## src/rtl/core/fded_pkg.sv

```systemverilog
package fded_pkg;

	localparam int CHAN_W      = 8;
	localparam int MODE_W      = 2;
	localparam int THRESH_W    = 9;
	localparam int ROW_WIDTH_W = 12;
	localparam int CFG_DATA_W  = 12;
	localparam int CFG_IDX_W   = 2;
	localparam int GRAY_SUM_W  = 11;

	localparam logic [ROW_WIDTH_W-1:0] ROW_WIDTH_RESET = 12'd2048;

	// register indexes
	localparam logic [CFG_IDX_W-1:0] CFG_MODE      = 2'd0;
	localparam logic [CFG_IDX_W-1:0] CFG_THRESHOLD = 2'd1;
	localparam logic [CFG_IDX_W-1:0] CFG_ROW_WIDTH = 2'd2;

	// operating modes
	localparam logic [MODE_W-1:0] MODE_EDGE_BLACK = 2'd0;
	localparam logic [MODE_W-1:0] MODE_FLAT_BLACK = 2'd1;
	localparam logic [MODE_W-1:0] MODE_COLOR_GRAD = 2'd2;
	localparam logic [MODE_W-1:0] MODE_GRAY_GRAD  = 2'd3;

	// input commands
	localparam logic CMD_PIXEL = 1'b0;
	localparam logic CMD_FLUSH = 1'b1;

	localparam logic [CHAN_W-1:0] CHAN_MAX = 8'd255;

	typedef struct packed {
		logic [CHAN_W-1:0] red;
		logic [CHAN_W-1:0] green;
		logic [CHAN_W-1:0] blue;
	} pixel_t;

	typedef struct packed {
		logic              command;
		logic [CHAN_W-1:0] red;
		logic [CHAN_W-1:0] green;
		logic [CHAN_W-1:0] blue;
	} in_item_t;

	typedef struct packed {
		logic [CHAN_W-1:0] out_red;
		logic [CHAN_W-1:0] out_green;
		logic [CHAN_W-1:0] out_blue;
		logic              row_end;
	} out_item_t;

	typedef struct packed {
		logic [MODE_W-1:0]   mode;
		logic [THRESH_W-1:0] threshold;
	} kernel_cfg_t;

endpackage

```

## src/rtl/core/fded_kernel.sv

```systemverilog
module fded_kernel (
	input  fded_pkg::pixel_t      p,
	input  fded_pkg::pixel_t      e,
	input  fded_pkg::pixel_t      s,
	input  logic                  pass_thru,
	input  fded_pkg::kernel_cfg_t cfg,
	output fded_pkg::pixel_t      px
);
	import fded_pkg::*;

	logic [CHAN_W-1:0]     de_r, de_g, de_b;
	logic [CHAN_W-1:0]     ds_r, ds_g, ds_b;
	pixel_t                grad;
	pixel_t                gray_src;
	logic                  any_hi;
	logic [GRAY_SUM_W-1:0] gray_sum;
	logic [CHAN_W-1:0]     gray;
	logic [CHAN_W-1:0]     gray_out;

	function automatic logic [CHAN_W-1:0] absdiff(input logic [CHAN_W-1:0] a,
			input logic [CHAN_W-1:0] b);
		return (a > b) ? (a - b) : (b - a);
	endfunction

	function automatic logic at_thresh(input logic [CHAN_W-1:0] d,
			input logic [THRESH_W-1:0] th);
		return {1'b0, d} >= th;
	endfunction

	assign de_r = absdiff(p.red, e.red);
	assign de_g = absdiff(p.green, e.green);
	assign de_b = absdiff(p.blue, e.blue);
	assign ds_r = absdiff(p.red, s.red);
	assign ds_g = absdiff(p.green, s.green);
	assign ds_b = absdiff(p.blue, s.blue);

	assign any_hi = at_thresh(de_r, cfg.threshold) || at_thresh(ds_r, cfg.threshold) ||
		at_thresh(de_g, cfg.threshold) || at_thresh(ds_g, cfg.threshold) ||
		at_thresh(de_b, cfg.threshold) || at_thresh(ds_b, cfg.threshold);

	assign grad.red   = (de_r > ds_r) ? de_r : ds_r;
	assign grad.green = (de_g > ds_g) ? de_g : ds_g;
	assign grad.blue  = (de_b > ds_b) ? de_b : ds_b;

	// gray = (r + 5g + b/2) / 8, at most 207
	assign gray_src = pass_thru ? p : grad;
	assign gray_sum = GRAY_SUM_W'(gray_src.red) + (GRAY_SUM_W'(gray_src.green) << 2)
		+ GRAY_SUM_W'(gray_src.green) + GRAY_SUM_W'(gray_src.blue >> 1);
	assign gray     = gray_sum[GRAY_SUM_W-1:3];
	assign gray_out = ({1'b0, gray} >= cfg.threshold) ? CHAN_MAX : gray;

	always_comb begin
		px = p;
		case (cfg.mode)
			MODE_EDGE_BLACK: begin
				if (!pass_thru && any_hi) px = '0;
			end
			MODE_FLAT_BLACK: begin
				if (!pass_thru && !any_hi) px = '0;
			end
			MODE_COLOR_GRAD: begin
				if (!pass_thru) px = grad;
			end
			MODE_GRAY_GRAD: begin
				px.red   = gray_out;
				px.green = gray_out;
				px.blue  = gray_out;
			end
			default: begin
				px = p;
			end
		endcase
	end

endmodule

```

## config.mk

```make
export PLATFORM = sky130hd
export DESIGN_NAME = fded_kernel
export DESIGN_NICKNAME = d
export VERILOG_FILES = /design/src/rtl/core/fded_pkg.sv /design/src/rtl/core/fded_kernel.sv
export SDC_FILE = /design/constraint.sdc
export NUM_CORES = 1
export LEC_CHECK = 0
export BUFFER_PORTS_ARGS = -buffer_cell sky130_fd_sc_hd__buf_2
export CORE_UTILIZATION = 60
export DETAILED_ROUTE_END_ITERATION = 10
export GPL_TIMING_DRIVEN = 0
export PLACE_DENSITY = 0.91
export SYNTH_ARGS = -nofsm -noshare
export SYNTH_HDL_FRONTEND = slang
export SYNTH_SLANG_ARGS = --single-unit
```

## constraint.sdc

```tcl
create_clock -name vclk -period 18.9
set_clock_uncertainty 0.05 [all_clocks]
set_input_delay 3.78 -clock vclk [all_inputs]
set_output_delay 3.78 -clock vclk [all_outputs]
set_load 0.02 [all_outputs]
```

==> qor.csv, run 1 <==
stage,metric,value,unit
sta,fin_crit_sh,97.40,%
sta,fmaxAchievable,0.05432,GHz
setup_path,worstSetupEndpointType,primary output,
floorplan,std_cell_rows,41,
finish,regArea,0,µm²
finish,fill_cells,1096,
detailed_routing,drc,0,
sta,worst_slew_pin_slew,877.6,ps
yosys,yosysSeqAreaShare,0,%
cts,cts-resized-gates,0,
setup_path,cpMostUsedCell,inv_1,
setup_path,critPathArrivalTime,14580,ps
floorplan,die_w,116.0,µm
min_path,hold_path_depth,4,
sta,relSlewSlack,40.75,%
grt,grt_start_max_net_pins,11,
finish,layout_common_cells,"ha_1 (177), inv_1 (158), buf_2 (106)",
placed_design,place_hpwl,20280,µm
finish,clkbuf_count,0,
grt,antenna_found_initial,0,
pwr,p_leak,4.603,nW
cts,cts_hold_buf,0,
grt,grt_pass1_vias,7846,
yosys,synth_area_leader_cell,ha_1,
floorplan,die_y,116.0,µm
setup_path,required,15070,ps
min_path,hold_end,px[12],
detailed_routing,vias,8418,
sta,fin_setup_tns,0,ps
yosys,synth_cells,1038,
sta,drv_slew,0,
min_path,min_path_type,primary input to primary output,
finish,n_antenna_cell,0,
setup_path,startpoint_type,primary input,
yosys,syn_area_per_cell,7.513,µm²
yosys,syn_area,7799,µm²
pwr,power,1.193,mW
floorplan,die_area,13460,µm²
floorplan,start_util,61.55,%
detailed_routing,drtPass1Iterations,5,
detailed_routing,ant_nets,0,
grt,grt_usage,35.95,%
finish,final_common_cell,ha_1,
job,drv_cap,0,
detailed_routing,routedWlPerCell,18.26,µm
yosys,synth_top_area_share,28.40,%
pwr,p_per_area,139.7,nW/µm²
floorplan,io_pins,108,
cts,cts_setup_buffers,0,
status,outcome,finished clean,
yosys,ys_types,81,
detailed_routing,viasPerCell,6.402,
setup_path,cp_slowest_cell,fa_1,
pwr,ir_drop,0.1227,mV
placed_design,gp_congestion,0.9940,
yosys,syn-num-nets,1322,
grt,grt_pass1_wl,38470,µm
sta,hold_viol,0,
setup_path,slowest_delay,610,ps
sta,setup_viol,0,
detailed_routing,drt-total-wl,24010,µm
yosys,synth_warnings,0,
finish,syn_to_final_growth,9.498,%
grt,grt_overflow,0,
placed_design,io_buffer_count,105,
setup_path,critPathMaxFanout,9,
finish,drive_gt1_share,14.79,%
detailed_routing,drt_iter0_drc,831,
sta,fin_crit,18410,ps
min_path,min-delay-start,p[12],
floorplan,fp.coreArea,12670,µm²
sta,rsz0062_at_grt,false,
finish,nets,1429,
finish,seq_cells,0,
setup_path,critical_path_class,primary input to primary output,
yosys,synth_area_leaders,"ha_1 (28%), inv_1 (7.6%), fa_1 (5.9%)",
[power by group]
group          total (mW)  internal (mW)  switching (mW)
Sequential              0              0               0
Combinational        1.19          0.480           0.713
Clock                   0              0               0
[synth_stat cells (all sizes together), types with 13 or more instances]
| master | number |
|---|---|
| nand2 | 58 |
| mux2i | 36 |
| inv | 158 |
| nor2 | 54 |
| nand4 | 17 |
| nand2b | 13 |
| nand3 | 18 |
| xnor2 | 29 |
| a21o | 50 |
| fa | 23 |
| ha | 177 |
| nor3 | 17 |
| mux2 | 22 |
| a211oi | 17 |
| o21ai | 65 |
| clkbuf | 18 |
| a21oi | 74 |
[critical path, delay by kind of cell]
family	cells	cell delay [ps]
AOI/OAI and AO/OA	17	4430
adders and majority gates	7	2640
and+or+nand+nor	7	1600
buffers and inverters	8	1020
xor gates and xnor gates	2	590
muxes	2	520
[routing by layer]
metal	vias up	part of all wire (%)	GRT usage, %
li1	3964	-	-
met1	3851	41	48.16
met2	526	44	59.40
met3	77	12	5.282
met4	0	3.5	10.85
met5	-	0	0
[area by class of cell]
type | instances | area, µm² | share of cell area [%]
plain buffers | 19 | 72.57 | 0.8498
inverters | 159 | 596.8 | 6.989
multi-input cells | 860 | 7129 | 83.49
well taps | 172 | 215.2 | 2.520
repair buffers | 105 | 525.5 | 6.154
[through the flow]
| step | utilization, % | area (µm²) | worst slack [ps] | hold slack, ps | std cells |
|---|---|---|---|---|---|
| 2_1_floorplan | - | 7799 | 2737 | 7683 | 1038 |
| 3_3_place_gp | 67.39 | 8539 | 965.5 | 7971 | 1315 |
| 3_5_place_dp | 67.39 | 8539 | 839.6 | 7969 | 1315 |
| 4_1_cts | 67.39 | 8539 | 808.6 | 7970 | 1315 |
| 5_1_grt | 67.39 | 8539 | 77.16 | 7993 | 1315 |
| 6_report | 67.39 | 8539 | 492.0 | 7983 | 1315 |
[how the worst max path moves through the flow]
| stage | start | endpoint | cells after the start |
|---|---|---|---|
| after detailed placement | p[8] | px[7] | 43 |
| after global routing | p[8] | px[7] | 43 |
| final | p[8] | px[7] | 43 |
| after CTS | p[8] | px[7] | 43 |
| after floorplan | p[8] | px[7] | 41 |
| after global placement | p[8] | px[7] | 43 |
[cell families after synthesis]
family,share of synthesized area (%)
buf+inv,8.583
simple gates,14.84
fa+ha+maj,34.43
xor+xnor,4.380
mux,7.893
compound gates,29.87
Note: power is estimated with default switching activity, not from simulation.
==> run 2, diff against run 1 <==
PLACE_DENSITY = 0.83   (was 0.91)
==> run 2 against run 1 <==
Worst setup slack better by 190 ps. Non-clock buffer count stayed put. Critical path depth is 1 lower. Maximum frequency is 1.0% higher. Via count is 2.9% lower. Total power is 1.6% lower. Clock-buffer cell count stayed put. Hold slack worse by 12 ps. Die area stayed put. Combinational power hardly changed. Critical endpoint is now px[2]. Largest cell class unchanged. Highest routed layer unchanged.
==> qor.csv, run 2 (synthesis gave the netlist of run 1 again) <==
stage,metric,value,unit,change
grt,antenna_found_initial,0,,unchanged
floorplan,start_util,61.55,%,unchanged
setup_path,crit_family,compound AO/OA/AOI/OAI gates,,
grt,grt_overflow,0,,unchanged
floorplan,std_cell_rows,41,,unchanged
setup_path,required,15070,ps,about the same
finish,clkbuf_count,0,,unchanged
sta,relSlewSlack,38.25,%,-2.5 points
job,drv_cap,0,,unchanged
detailed_routing,ant_nets,0,,unchanged
status,outcome,finished clean,,
placed_design,io_buffer_count,105,,unchanged
setup_path,cp_num_cells,42,,-2.3%
finish,drive_gt1_share,14.79,%,unchanged
cts,cts_hold_buf,0,,unchanged
placed_design,gp_congestion,0.9939,,about the same
setup_path,critical_path_class,primary input to primary output,,
setup_path,worstSetupEndpointType,primary output,,
detailed_routing,drt_iter0_drc,872,,+4.9%
grt,grt_pass1_vias,7592,,-3.2%
setup_path,cp_slowest_cell,fa_1,,
floorplan,die_y,116.0,µm,unchanged
cts,cts-resized-gates,0,,unchanged
pwr,ir_drop,0.1095,mV,-11%
sta,fmaxAchievable,0.05489,GHz,+1.0%
finish,seq_cells,0,,unchanged
sta,fin_crit_sh,96.40,%,-1.0 points
sta,hold_viol,0,,unchanged
sta,rsz0062_at_grt,false,,
detailed_routing,drtPass1Iterations,7,,+2
min_path,min_path_type,primary input to primary output,,
pwr,power,1.174,mW,-1.6%
setup_path,startpoint_type,primary input,,
grt,grt_start_max_net_pins,11,,unchanged
finish,final_cell_area,8539,µm²,unchanged
detailed_routing,drt-total-wl,23730,µm,-1.2%
placed_design,place_hpwl,19940,µm,-1.6%
detailed_routing,drc,0,,unchanged
finish,final_util,67.39,%,unchanged
setup_path,slowest_delay,610,ps,about the same
floorplan,die_area,13460,µm²,unchanged
grt,grt_usage,35.38,%,-0.57 points
sta,setup_viol,0,,unchanged
setup_path,critPathArrivalTime,14390,ps,-190 ps
detailed_routing,viasPerCell,6.214,,-2.9%
detailed_routing,vias,8172,,-2.9%
setup_path,critPathMaxFanout,10,,+1
cts,cts_setup_buffers,0,,unchanged
finish,regArea,0,µm²,unchanged
floorplan,die_w,116.0,µm,unchanged
finish,nets,1429,,unchanged
finish,layout_common_cells,"ha_1 (177), inv_1 (158), buf_2 (106)",,
floorplan,fp.coreArea,12670,µm²,unchanged
setup_path,critPathBufInv,8,,unchanged
detailed_routing,routedWlPerCell,18.05,µm,-1.2%
grt,grt_pass1_wl,37500,µm,-2.5%
sta,fin_setup_tns,0,ps,unchanged
finish,final_common_cell,ha_1,,
sta,drv_slew,0,,unchanged
sta,worst_slew_pin_slew,914.6,ps,+36.94 ps
pwr,p_leak,4.603,nW,unchanged
placed_design,place_area,8539,µm²,unchanged
min_path,hold_path_depth,4,,unchanged
finish,syn_to_final_growth,9.498,%,unchanged
pwr,p_per_area,137.5,nW/µm²,-1.6%
sta,fin_crit,18220,ps,-188.2 ps
finish,n_antenna_cell,0,,unchanged
floorplan,io_pins,108,,unchanged
-- run 2: area by class of cell --
| type | instances | area, µm² |
|---|---|---|
| Timing Repair Buffer | 105 | 525.5 |
| Multi-Input combinational cell | 860 | 7129 |
| Tap cell | 172 | 215.2 |
| Buffer | 19 | 72.57 |
| Inverter | 159 | 596.8 |
| Fill cell | 1164 | 4131 |
-- run 2: routing by layer --
metal	GRT usage, %	share of wire [%]	up-vias	wire length [µm]
li1	-	-	3974	-
met4	9.829	3.1	0	747
met2	56.11	43	415	10170
met3	5.073	9.1	67	2164
met5	0	0	-	0
met1	49.68	45	3716	10650
-- run 2: where the power goes --
| part | leakage, nW | total, mW | switching (mW) | internal [mW] |
|---|---|---|---|---|
| combinational | 4.60 | 1.17 | 0.697 | 0.477 |
| clock | 0 | 0 | 0 | 0 |
| sequential | 0 | 0 | 0 | 0 |
| total | 4.60 | 1.17 | 0.697 | 0.477 |
-- run 2: worst paths after layout --
kind,start,end,slack (ps)
worst min-delay path,p[16],px[16],7970
worst max-delay path,p[0],px[2],680
-- run 2: stage by stage --
step | setup slack [ps] | std cells | hold slack, ps
floorplan | 2737 | 1038 | 7683
global placement | 1019 | 1315 | 7956
detailed placement | 1012 | 1315 | 7959
CTS | 952.6 | 1315 | 7960
global route | 138.6 | 1315 | 7990
finish | 680.1 | 1315 | 7971
-- run 2: tightest hold or removal path: cells and delay by family --
| family | cells | cell delay (ps) |
|---|---|---|
| AOI/OAI and AO/OA | 2 | 150 |
| buffers and inverters | 2 | 310 |
